## config.mk

```make
export PLATFORM = sky130hd
export DESIGN_NAME = one_wire_master_temp_read_core
export DESIGN_NICKNAME = d
export VERILOG_FILES = /design/src/rtl/core/owm_pkg.sv /design/src/rtl/core/one_wire_master_temp_read_core.sv /design/src/rtl/core/owm_cfg.sv /design/src/rtl/core/owm_engine.sv
export VERILOG_INCLUDE_DIRS = /design/src /design/src/rtl/core
export SDC_FILE = /design/constraint.sdc
export NUM_CORES = 1
export LEC_CHECK = 0
export ABC_AREA = 1
export BUFFER_PORTS_ARGS = -buffer_cell sky130_fd_sc_hd__buf_4
export CORE_ASPECT_RATIO = 0.7
export CORE_UTILIZATION = 61
export DETAILED_ROUTE_END_ITERATION = 10
export PLACE_DENSITY = 0.8
export RECOVER_POWER = 25
export SETUP_SLACK_MARGIN = 0.02
export SYNTH_ARGS = -nofsm -noshare
export SYNTH_HDL_FRONTEND = slang
export SYNTH_SLANG_ARGS = --single-unit
export TNS_END_PERCENT = 5
```

## constraint.sdc

```tcl
create_clock -name clk -period 6 [get_ports clk]
set_input_delay 0.9 -clock clk [delete_from_list [all_inputs] [get_ports clk]]
set_output_delay 0.9 -clock clk [all_outputs]
set_load 0.02 [all_outputs]
```

## src/rtl/core/one_wire_master_temp_read_core_assert.svh

```systemverilog
// Assertion macros used by the core's engine module.
`ifndef ONE_WIRE_MASTER_TEMP_READ_CORE_ASSERT_SVH
`define ONE_WIRE_MASTER_TEMP_READ_CORE_ASSERT_SVH

// same-cycle implication
`define OWM_ASSERT_IMPLY(lbl, ante, cons) \
	lbl: assert property (@(posedge clk) disable iff (!arst_n) (ante) |-> (cons)) \
		else $error("owm: same-cycle check failed");

// next-cycle implication
`define OWM_ASSERT_NEXT(lbl, ante, cons) \
	lbl: assert property (@(posedge clk) disable iff (!arst_n) (ante) |=> (cons)) \
		else $error("owm: next-cycle check failed");

`endif

```

## src/rtl/core/owm_pkg.sv

```systemverilog
`default_nettype none
package owm_pkg;

	localparam int NUM_REGS = 7;
	localparam int CFG_IDX_W = 3;
	localparam int CFG_DATA_W = 10;

	typedef logic [CFG_IDX_W-1:0] cfg_idx_t;
	typedef logic [CFG_DATA_W-1:0] cfg_data_t;

	localparam cfg_idx_t REG_RESET_LOW = 3'd0;
	localparam cfg_idx_t REG_PRES_WAIT = 3'd1;
	localparam cfg_idx_t REG_RESET_REC = 3'd2;
	localparam cfg_idx_t REG_SLOT_START = 3'd3;
	localparam cfg_idx_t REG_WRITE_HOLD = 3'd4;
	localparam cfg_idx_t REG_READ_SAMPLE = 3'd5;
	localparam cfg_idx_t REG_READ_REC = 3'd6;

	localparam cfg_data_t CFG_RESET [NUM_REGS] = '{
		10'd250, 10'd25, 10'd200, 10'd4, 10'd25, 10'd6, 10'd50
	};

	typedef logic [2:0] func_t;
	localparam func_t FUNC_TICK = 3'd0;
	localparam func_t FUNC_RESET = 3'd1;
	localparam func_t FUNC_WRITE = 3'd2;
	localparam func_t FUNC_READ = 3'd3;
	localparam func_t FUNC_TEMP = 3'd4;

	typedef struct packed {
		func_t func;
		logic [7:0] tx_byte;
		logic line_in;
	} owm_in_t;

	typedef struct packed {
		logic drive_low;
		logic busy_res;
		logic done_res;
		logic presence_level;
		logic [7:0] rx_byte;
		logic [15:0] temp_magnitude;
		logic temp_negative;
	} owm_out_t;

endpackage
`default_nettype wire

```

## src/rtl/core/one_wire_master_temp_read_core.sv

```systemverilog
// One-wire bus master, one input word per bus tick.
// in channel: in_valid/in_stall with in_data (func, tx_byte, line_in). Each
//   accepted word is one tick; func starts a command only while idle.
// out channel: out_valid/out_stall with out_data, exactly one word per
//   accepted input word, in order (drive, busy, done, presence, rx byte,
//   temperature magnitude and sign).
// cfg channel: cfg_valid/cfg_ready with cfg_index and cfg_data; cfg_ready is
//   always high. Write timing registers only while the bus engine is idle.
// Path: an accepted word is held in the input stage, then its result in the output register.
// Throughput: one word per cycle while out_stall does not hold the output; the tick
//   engine updates all of its state in one pass between the input stage and the output register.
// Stall: while out_stall holds a waiting result, one more input word is
//   taken into the input stage, then in_stall rises until the output drains.
// Reset: arst_n clears both stages, idles the engine, reloads the timing
//   registers with their defaults and sets the presence level to 1.
`default_nettype none
module one_wire_master_temp_read_core #(
	parameter int TIMER_BITS = 10
) (
	input wire logic clk,
	input wire logic arst_n,
	input wire logic in_valid,
	output logic in_stall,
	input wire owm_pkg::owm_in_t in_data,
	output logic out_valid,
	input wire logic out_stall,
	output owm_pkg::owm_out_t out_data,
	input wire logic cfg_valid,
	output logic cfg_ready,
	input wire owm_pkg::cfg_idx_t cfg_index,
	input wire owm_pkg::cfg_data_t cfg_data
);
	import owm_pkg::*;

	logic valid_s1;
	owm_in_t item_s1;
	logic out_valid_q;
	owm_out_t out_q;
	logic advance, fire, in_take;
	owm_out_t res;
	logic [NUM_REGS-1:0][TIMER_BITS-1:0] lens;

	assign advance = !out_valid_q || !out_stall;
	assign fire = valid_s1 && advance;
	assign in_stall = valid_s1 && !advance;
	assign in_take = in_valid && !in_stall;
	assign cfg_ready = 1'b1;
	assign out_valid = out_valid_q;
	assign out_data = out_q;

	always_ff @(posedge clk or negedge arst_n) begin
		if (!arst_n) begin
			valid_s1 <= 1'b0;
		end else if (in_take) begin
			valid_s1 <= 1'b1;
		end else if (fire) begin
			valid_s1 <= 1'b0;
		end
	end

	always_ff @(posedge clk) begin
		if (in_take) begin
			item_s1 <= in_data;
		end
	end

	always_ff @(posedge clk or negedge arst_n) begin
		if (!arst_n) begin
			out_valid_q <= 1'b0;
		end else if (advance) begin
			out_valid_q <= valid_s1;
		end
	end

	always_ff @(posedge clk) begin
		if (fire) begin
			out_q <= res;
		end
	end

	owm_cfg #(
		.TIMER_BITS(TIMER_BITS)
	) u_cfg (
		.clk(clk),
		.arst_n(arst_n),
		.wr_en(cfg_valid && cfg_ready),
		.wr_index(cfg_index),
		.wr_data(cfg_data),
		.lens(lens)
	);

	owm_engine #(
		.TIMER_BITS(TIMER_BITS)
	) u_engine (
		.clk(clk),
		.arst_n(arst_n),
		.fire(fire),
		.item(item_s1),
		.lens(lens),
		.res(res)
	);

endmodule
`default_nettype wire

```

## src/rtl/core/owm_cfg.sv

```systemverilog
`default_nettype none
module owm_cfg #(
	parameter int TIMER_BITS = 10
) (
	input wire logic clk,
	input wire logic arst_n,
	input wire logic wr_en,
	input wire owm_pkg::cfg_idx_t wr_index,
	input wire owm_pkg::cfg_data_t wr_data,
	output logic [owm_pkg::NUM_REGS-1:0][TIMER_BITS-1:0] lens
);
	import owm_pkg::*;

	localparam int EXT_W = (TIMER_BITS > CFG_DATA_W) ? TIMER_BITS : CFG_DATA_W;
	localparam int MAXV = (1 << TIMER_BITS) - 1;

	cfg_data_t regs_q [NUM_REGS];

	always_ff @(posedge clk or negedge arst_n) begin
		if (!arst_n) begin
			for (int i = 0; i < NUM_REGS; i++) begin
				regs_q[i] <= CFG_RESET[i];
			end
		end else if (wr_en && (wr_index < CFG_IDX_W'(NUM_REGS))) begin
			regs_q[wr_index] <= wr_data;
		end
	end

	// zero acts as one tick, large values saturate at the timer range
	always_comb begin
		logic [EXT_W-1:0] ext;
		for (int i = 0; i < NUM_REGS; i++) begin
			ext = EXT_W'(regs_q[i]);
			if (ext == '0) begin
				ext = EXT_W'(1);
			end else if (ext > EXT_W'(MAXV)) begin
				ext = EXT_W'(MAXV);
			end
			lens[i] = ext[TIMER_BITS-1:0];
		end
	end

endmodule
`default_nettype wire

```

## src/rtl/core/owm_engine.sv

```systemverilog
`default_nettype none
`include "one_wire_master_temp_read_core_assert.svh"
module owm_engine #(
	parameter int TIMER_BITS = 10
) (
	input wire logic clk,
	input wire logic arst_n,
	input wire logic fire,
	input wire owm_pkg::owm_in_t item,
	input wire logic [owm_pkg::NUM_REGS-1:0][TIMER_BITS-1:0] lens,
	output owm_pkg::owm_out_t res
);
	import owm_pkg::*;

	typedef enum logic [3:0] {
		PH_IDLE,
		PH_RST_LOW,
		PH_RST_WAIT,
		PH_RST_REC,
		PH_WR_START,
		PH_WR_HOLD,
		PH_RD_START,
		PH_RD_WAIT,
		PH_RD_REC
	} phase_t;

	typedef enum logic [1:0] {
		OP_RESET,
		OP_WRITE,
		OP_READ
	} op_kind_t;

	typedef struct packed {
		phase_t ph;
		logic [7:0] sh;
	} op_start_t;

	localparam op_kind_t TEMP_KIND [8] = '{
		OP_RESET, OP_WRITE, OP_WRITE, OP_RESET, OP_WRITE, OP_WRITE, OP_READ, OP_READ
	};
	localparam logic [7:0] TEMP_DATA [8] = '{
		8'h00, 8'hCC, 8'h44, 8'h00, 8'hCC, 8'hBE, 8'h00, 8'h00
	};
	localparam logic [15:0] SIGN_MASK = 16'hF800;
	localparam logic [2:0] TEMP_LAST = 3'd7;
	localparam logic [2:0] TEMP_LOW_STEP = 3'd6;

	function automatic op_start_t begin_op(func_t ac, logic [2:0] seq, logic [7:0] sh);
		op_kind_t kind;
		op_start_t r;
		r.sh = sh;
		if (ac == FUNC_TEMP) begin
			kind = TEMP_KIND[seq];
			r.sh = TEMP_DATA[seq];
		end else if (ac == FUNC_RESET) begin
			kind = OP_RESET;
		end else if (ac == FUNC_WRITE) begin
			kind = OP_WRITE;
		end else begin
			kind = OP_READ;
		end
		case (kind)
			OP_RESET: r.ph = PH_RST_LOW;
			OP_WRITE: r.ph = PH_WR_START;
			default: begin
				r.ph = PH_RD_START;
				r.sh = '0;
			end
		endcase
		return r;
	endfunction

	phase_t phase_q, ph_d, cur;
	logic [TIMER_BITS-1:0] tick_q, tick_d, len;
	logic [2:0] bit_q, bit_d;
	logic [7:0] shift_q, shift_d;
	logic [2:0] seq_q, seq_d;
	func_t ac_q, ac_d;
	logic [7:0] low_q, low_d;
	logic pres_q, pres_d;
	logic [7:0] rx_q, rx_d;
	logic [15:0] temp_q, temp_d;
	logic neg_q, neg_d;
	logic drive, busy, done, fin;
	logic [15:0] raw;
	op_start_t bo;

	always_comb begin
		ph_d = phase_q;
		tick_d = tick_q;
		bit_d = bit_q;
		shift_d = shift_q;
		seq_d = seq_q;
		ac_d = ac_q;
		low_d = low_q;
		pres_d = pres_q;
		rx_d = rx_q;
		temp_d = temp_q;
		neg_d = neg_q;
		drive = 1'b0;
		busy = 1'b0;
		done = 1'b0;
		fin = 1'b0;
		cur = PH_IDLE;
		len = '0;
		raw = '0;
		bo = '{ph: PH_IDLE, sh: '0};

		if ((phase_q == PH_IDLE) && (item.func >= FUNC_RESET) && (item.func <= FUNC_TEMP)) begin
			ac_d = item.func;
			seq_d = '0;
			bo = begin_op(item.func, 3'd0, item.tx_byte);
			ph_d = bo.ph;
			shift_d = bo.sh;
			bit_d = '0;
			tick_d = '0;
		end

		if (ph_d != PH_IDLE) begin
			cur = ph_d;
			busy = 1'b1;
			if (cur == PH_RST_LOW || cur == PH_WR_START || cur == PH_RD_START) begin
				drive = 1'b1;
			end else if (cur == PH_WR_HOLD) begin
				drive = ~shift_d[0];
			end
			case (cur)
				PH_RST_LOW: len = lens[REG_RESET_LOW];
				PH_RST_WAIT: len = lens[REG_PRES_WAIT];
				PH_RST_REC: len = lens[REG_RESET_REC];
				PH_WR_START, PH_RD_START: len = lens[REG_SLOT_START];
				PH_WR_HOLD: len = lens[REG_WRITE_HOLD];
				PH_RD_WAIT: len = lens[REG_READ_SAMPLE];
				default: len = lens[REG_READ_REC];
			endcase
			tick_d = tick_d + TIMER_BITS'(1);
			if (tick_d >= len) begin
				tick_d = '0;
				case (cur)
					PH_RST_LOW: ph_d = PH_RST_WAIT;
					PH_RST_WAIT: begin
						pres_d = item.line_in;
						ph_d = PH_RST_REC;
					end
					PH_RST_REC: fin = 1'b1;
					PH_WR_START: ph_d = PH_WR_HOLD;
					PH_WR_HOLD: begin
						shift_d = {1'b0, shift_d[7:1]};
						if (bit_d == 3'd7) begin
							fin = 1'b1;
						end else begin
							bit_d = bit_d + 3'd1;
							ph_d = PH_WR_START;
						end
					end
					PH_RD_START: ph_d = PH_RD_WAIT;
					PH_RD_WAIT: begin
						shift_d = {item.line_in, shift_d[7:1]};
						ph_d = PH_RD_REC;
					end
					default: begin
						if (bit_d == 3'd7) begin
							fin = 1'b1;
						end else begin
							bit_d = bit_d + 3'd1;
							ph_d = PH_RD_START;
						end
					end
				endcase
			end
		end

		if (fin) begin
			if (ac_d == FUNC_READ) begin
				rx_d = shift_d;
			end else if (ac_d == FUNC_TEMP) begin
				if (seq_d == TEMP_LOW_STEP) begin
					low_d = shift_d;
					rx_d = shift_d;
				end else if (seq_d == TEMP_LAST) begin
					raw = {shift_d, low_d};
					rx_d = shift_d;
					if ((raw & SIGN_MASK) == SIGN_MASK) begin
						neg_d = 1'b1;
						temp_d = (~raw) + 16'd1;
					end else begin
						neg_d = 1'b0;
						temp_d = raw;
					end
				end
			end
			if ((ac_d != FUNC_TEMP) || (seq_d == TEMP_LAST)) begin
				ph_d = PH_IDLE;
				tick_d = '0;
				done = 1'b1;
			end else begin
				seq_d = seq_d + 3'd1;
				bo = begin_op(ac_d, seq_d, shift_d);
				ph_d = bo.ph;
				shift_d = bo.sh;
				bit_d = '0;
				tick_d = '0;
			end
		end

		res.drive_low = drive;
		res.busy_res = busy;
		res.done_res = done;
		res.presence_level = pres_d;
		res.rx_byte = rx_d;
		res.temp_magnitude = temp_d;
		res.temp_negative = neg_d;
	end

	always_ff @(posedge clk or negedge arst_n) begin
		if (!arst_n) begin
			phase_q <= PH_IDLE;
			tick_q <= '0;
			bit_q <= '0;
			shift_q <= '0;
			seq_q <= '0;
			ac_q <= FUNC_TICK;
			low_q <= '0;
			pres_q <= 1'b1;
			rx_q <= '0;
			temp_q <= '0;
			neg_q <= 1'b0;
		end else if (fire) begin
			phase_q <= ph_d;
			tick_q <= tick_d;
			bit_q <= bit_d;
			shift_q <= shift_d;
			seq_q <= seq_d;
			ac_q <= ac_d;
			low_q <= low_d;
			pres_q <= pres_d;
			rx_q <= rx_d;
			temp_q <= temp_d;
			neg_q <= neg_d;
		end
	end

	`OWM_ASSERT_IMPLY(a_done_busy, res.done_res, res.busy_res)
	`OWM_ASSERT_IMPLY(a_drive_busy, res.drive_low, res.busy_res)
	`OWM_ASSERT_IMPLY(a_idle_tick, phase_q == PH_IDLE, tick_q == '0)
	`OWM_ASSERT_NEXT(a_stay_idle, fire && (phase_q == PH_IDLE) && ((item.func == FUNC_TICK) || (item.func > FUNC_TEMP)), phase_q == PH_IDLE)

endmodule
`default_nettype wire
```

==> results <==
- Global routing consumed, over all layers together, between 30% and 40% of the routing resources.
- Setup repair after global routing left no endpoint under its margin.
- The top-level I/O count is between 60 and 70.
- The area growth from synthesis to layout is 12.1%.
- The detail route stage leaves a number of antenna-violating nets equal to 0.
- The setup path with the least slack is of type register to register.
- The share of synthesized flip-flops with an asynchronous set or reset is 77.0%.
- The layout cell share with drive strength beyond 1 is 15.4%.
- For the worst flop-to-flop path, the logic depth is 26.
- The count of pins over their slew limit is between 90 and 100.
- After detailed routing, the wire length on met1 is ~12000 um.
- TritonCTS built the clock tree.
- The highest-delay cell along the critical path is sky130_fd_sc_hd__edfxtp_1.
- STA classifies the critical path startpoint as a register.
- In this run the power density over the cells is about 450 nW/um2.
- The vertical die dimension is 106 um.
- Of all cell types, the one taking the most synthesized area is sky130_fd_sc_hd__dfrtp_1.
- The flow ran to the end, but the final reports show violations.
- Across all register-to-register paths, the minimum setup slack is between 0.6 and 0.7 ns.
- The total number of placement rows is 37.
- The routed wire length is ~25000 um.
- The startpoint identified for the worst hold timing path is u_engine.temp_q[2].
- After synthesis, the cell types taking the most area are sky130_fd_sc_hd__dfrtp_1 31%, sky130_fd_sc_hd__nand2_1 14%, sky130_fd_sc_hd__edfxtp_1 13%.
- Measured along the x axis, the die boundary spans ~150 um.
- The number of enable-type register cells in the synthesized netlist is just over 40.
- The total chip power is approximately 4700 uW.
- The per-cell routed wire length is roughly 18 um.
- The highest metal layer used by the detailed router is met4.
- The total standard cell area after synthesis is approximately 9400 um2.
- At the pin with the least slew margin, the transition time is about 4.7 ns.
- Counting flops and latches in the post-synthesis netlist gives 178.
- The via count of the first global-routing pass is 7289.
- The hold buffer count at cts is 0.
- The post-synthesis average cell area is approximately 8.3 um2.
- The die covers 15900 um2.
- The first detailed-routing pass took 7 iterations.
- In this run the worst path has a maximum fanout of 18.
- In the post-synthesis netlist, the cell with the most instances is sky130_fd_sc_hd__nand2_1.
- The buffer cell driving the clock tree root is sky130_fd_sc_hd__clkbuf_16.
- The leakage power is about 0.0050 uW.
- In this design, the largest share of critical-path delay is due to simple AND/OR/NAND/NOR gates.
- The number of buffers inserted during clock tree synthesis is 17.
- Summed over all nets, wire length on met2 after detailed routing comes to 9300 um.
- Clock-pin slew was measured on the worst setup and hold paths at approximately 0.070 ns.
- Setup violations remaining at the end of the flow were counted as 0.
- The region available for standard cell placement spans ~15000 um2.
- The pin count of the biggest net entering global routing is 91.
- In this run the deepest clock path goes through 2 buffers.
- For this run, the leading register cell type out of synthesis is sky130_fd_sc_hd__dfrtp_1.
- The setup TNS is 0 ns.
- The total number of H-tree levels is 4.
- The initial utilization of the core area, before any placement, comes to a little over three fifths.
- The worst hold path terminates at u_engine.temp_q[2].
- The beginning of the worst register-to-register path is item_s1[9].
- Sequential elements use about 50% of the synthesized area.
- Detailed placement finished with a half-perimeter wire length of ~18000 um.
- Counting every instance in the synthesized netlist gives ~1100.
- The final worst-path cycle share is a little under 90%.
- The critical path data arrival time is around 5.5 ns.
- Yosys printed 0 warnings.
- The cell repeated most along the worst path is sky130_fd_sc_hd__nand2_1.
- The global-route congestion overflow total is 0.
- Max-cap violations in this run came to 1.
- The total nets after synthesis is ~1200.
- The count of placed standard cells in the final layout, fillers left out is 1380.
- In this run, the number of DRC markers left after iteration 0 of detailed routing was ~1100.
- The worst hold slack across all endpoints is about 0.48 ns.
- The hold violation total from the final report is 0.
- The delay of the slowest cell on the worst path is around 0.48 ns.
- The number of diodes is 0.
- Clock latency on the worst-skew pair, taken at its later pin, is 0.44 ns.
- The smallest clock period supported by the final layout is computed as 5.34 ns.
- The final reports fail on max-capacitance violations, max-slew violations.
- Counting both buffers and inverters, the worst setup path holds a total of 1.
- The first global-routing pass estimated roughly 40000 um of wire.
- The number of clock sinks seen by CTS is between 150 and 200.
- The final net count is 1219.
- The routed design uses roughly 3200 um of met3 wire.
- Post-CTS repair changed the size of 0 cells.
- The congestion estimate from routability-driven global placement came to slightly below 1.
- After detailed routing, the number of remaining DRC violations is 0.
- The worst setup path is captured at a register.
- Between clock sinks in the finished design, the worst skew comes to 0.00797 ns.
- Data on the critical path is required at its endpoint by slightly above 6 ns.
- The instance count after placement with tap cells included is about 1300.
- After synthesis, the most frequently instantiated cells are 339 x sky130_fd_sc_hd__nand2_1, 117 x sky130_fd_sc_hd__o21ai_0, 115 x sky130_fd_sc_hd__dfrtp_1.
- The worst relative slew slack is -212%.
- Port buffering added 60 buffers.
- The worst reg2reg path endpoint is out_data[3].
- The top cell type by area accounts for a little over 30% of the synthesized area.
- The routed via count divided by cell count is 5.82.
- Along the worst hold path, the cell count comes to 2.
- Synthesis instantiated 51 different standard cells from the library.
- The largest voltage drop on the vdd net is between 0.2 and 0.25 mV.
- The number of antenna violations at the first check in global routing is 0.
- Post-CTS timing repair inserted 0 buffers for setup.
- The routed layout has 8026 vias.
- The maximum clock frequency is approximately 0.19 GHz.
- The min-delay analysis places its worst path in the category register to register.
cells in the final DEF, fill, tap and decap left out, types with 9 or more instances in the layout:
| master | Yosys | routed |
|---|---|---|
| sky130_fd_sc_hd__and2_1 | 14 | 14 |
| sky130_fd_sc_hd__a21oi_1 | 23 | 23 |
| sky130_fd_sc_hd__inv_2 | 8 | 9 |
| sky130_fd_sc_hd__nand2_1 | 339 | 339 |
| sky130_fd_sc_hd__nand2_2 | 15 | 15 |
| sky130_fd_sc_hd__o21ai_2 | 14 | 14 |
| sky130_fd_sc_hd__nor2_1 | 47 | 47 |
| sky130_fd_sc_hd__dfrtp_1 | 115 | 115 |
| sky130_fd_sc_hd__nor4_1 | 15 | 15 |
| sky130_fd_sc_hd__nand3_1 | 58 | 58 |
| sky130_fd_sc_hd__nor2_4 | 10 | 10 |
| sky130_fd_sc_hd__dfstp_2 | 22 | 22 |
| sky130_fd_sc_hd__clkbuf_4 | 0 | 11 |
| sky130_fd_sc_hd__buf_4 | 3 | 53 |
| sky130_fd_sc_hd__nor3_1 | 13 | 13 |
| sky130_fd_sc_hd__nand4_1 | 11 | 11 |
| sky130_fd_sc_hd__clkbuf_16 | 0 | 17 |
| sky130_fd_sc_hd__inv_1 | 108 | 107 |
| sky130_fd_sc_hd__o21ai_0 | 117 | 117 |
| sky130_fd_sc_hd__o21ai_1 | 12 | 12 |
| sky130_fd_sc_hd__o22ai_1 | 11 | 11 |
| sky130_fd_sc_hd__edfxtp_1 | 41 | 41 |
| sky130_fd_sc_hd__ha_1 | 17 | 17 |
cell families (layout without fill, tap and decap cells):
logic type               count (synthesis)  count (layout)  synth area share [%]
flip-flops                             178             178                  50.0
XOR/XNOR                                15              15                  1.40
other                                    1               1                0.0400
buffers and inverters                  157             218                  6.73
adder cells (fa/ha/maj)                 17              17                  2.27
AO/OA/AOI/OAI                          212             212                  13.2
AND/OR/NAND/NOR                        544             544                  26.3
worst register-to-register path: cells and delay by family (launching register included):
kind	cells	cell delay, ns
buffers and inverters	1	0.08
AND/OR/NAND/NOR	21	3.58
AO/OA/AOI/OAI	2	0.41
XOR/XNOR	1	0.25
flip-flops	1	0.48
adder cells (fa/ha/maj)	1	0.31
through the flow:
step / util [%] / instance area (um2) / worst slack (ns)
3_3_place_gp: 66.9 / 9940 / 0.896
3_5_place_dp: 66.9 / 9940 / 0.806
2_1_floorplan: - / 9370 / 1.79
4_1_cts: 70.8 / 10500 / 0.798
6_report: 70.7 / 10500 / 0.664
5_1_grt: 70.7 / 10500 / 0.175
where the power goes:
part	internal (uW)	switching [uW]	total, uW
registers	1530	168	1700
logic	594	1280	1870
clock network	565	539	1100
flip-flops by register name, indices dropped and copies added, names as in the netlist, 3 cells and up:
name,count
u_engine.tick_q,10
u_engine.bit_q,3
item_s1,12
u_cfg.regs_q,70
u_engine.seq_q,3
u_engine.temp_q,16
u_engine.low_q,8
out_data,29
u_engine.shift_q,8
u_engine.rx_q,8
u_engine.ac_q,3
u_engine.phase_q,4
worst max path at each step:
stage	start	end	depth (start not counted)
after floorplan	item_s1[9]	out_data[3]	28
after global placement	item_s1[9]	out_data[11]	26
after detailed placement	item_s1[9]	out_data[11]	26
after CTS	item_s1[9]	out_data[11]	26
after global routing	item_s1[9]	out_data[3]	26
final	item_s1[9]	out_data[3]	26
metal layers:
metal / GRT usage [%] / vias to the layer above
met4: 6.93 / 0
met1: 53.7 / 3723
met3: 11.7 / 38
li1: - / 3830
met5: 0 / -
met2: 41.5 / 435
cell type report:
class	count	area, um2
clock buffers	18	439
clock inverters	14	140
fillers	1194	4360
inverters	119	449
multi-input cells	789	4050
flip-flops and latches	178	4690
well taps	195	244
repair buffers	67	492
Note: power is estimated with default switching activity, not from simulation.
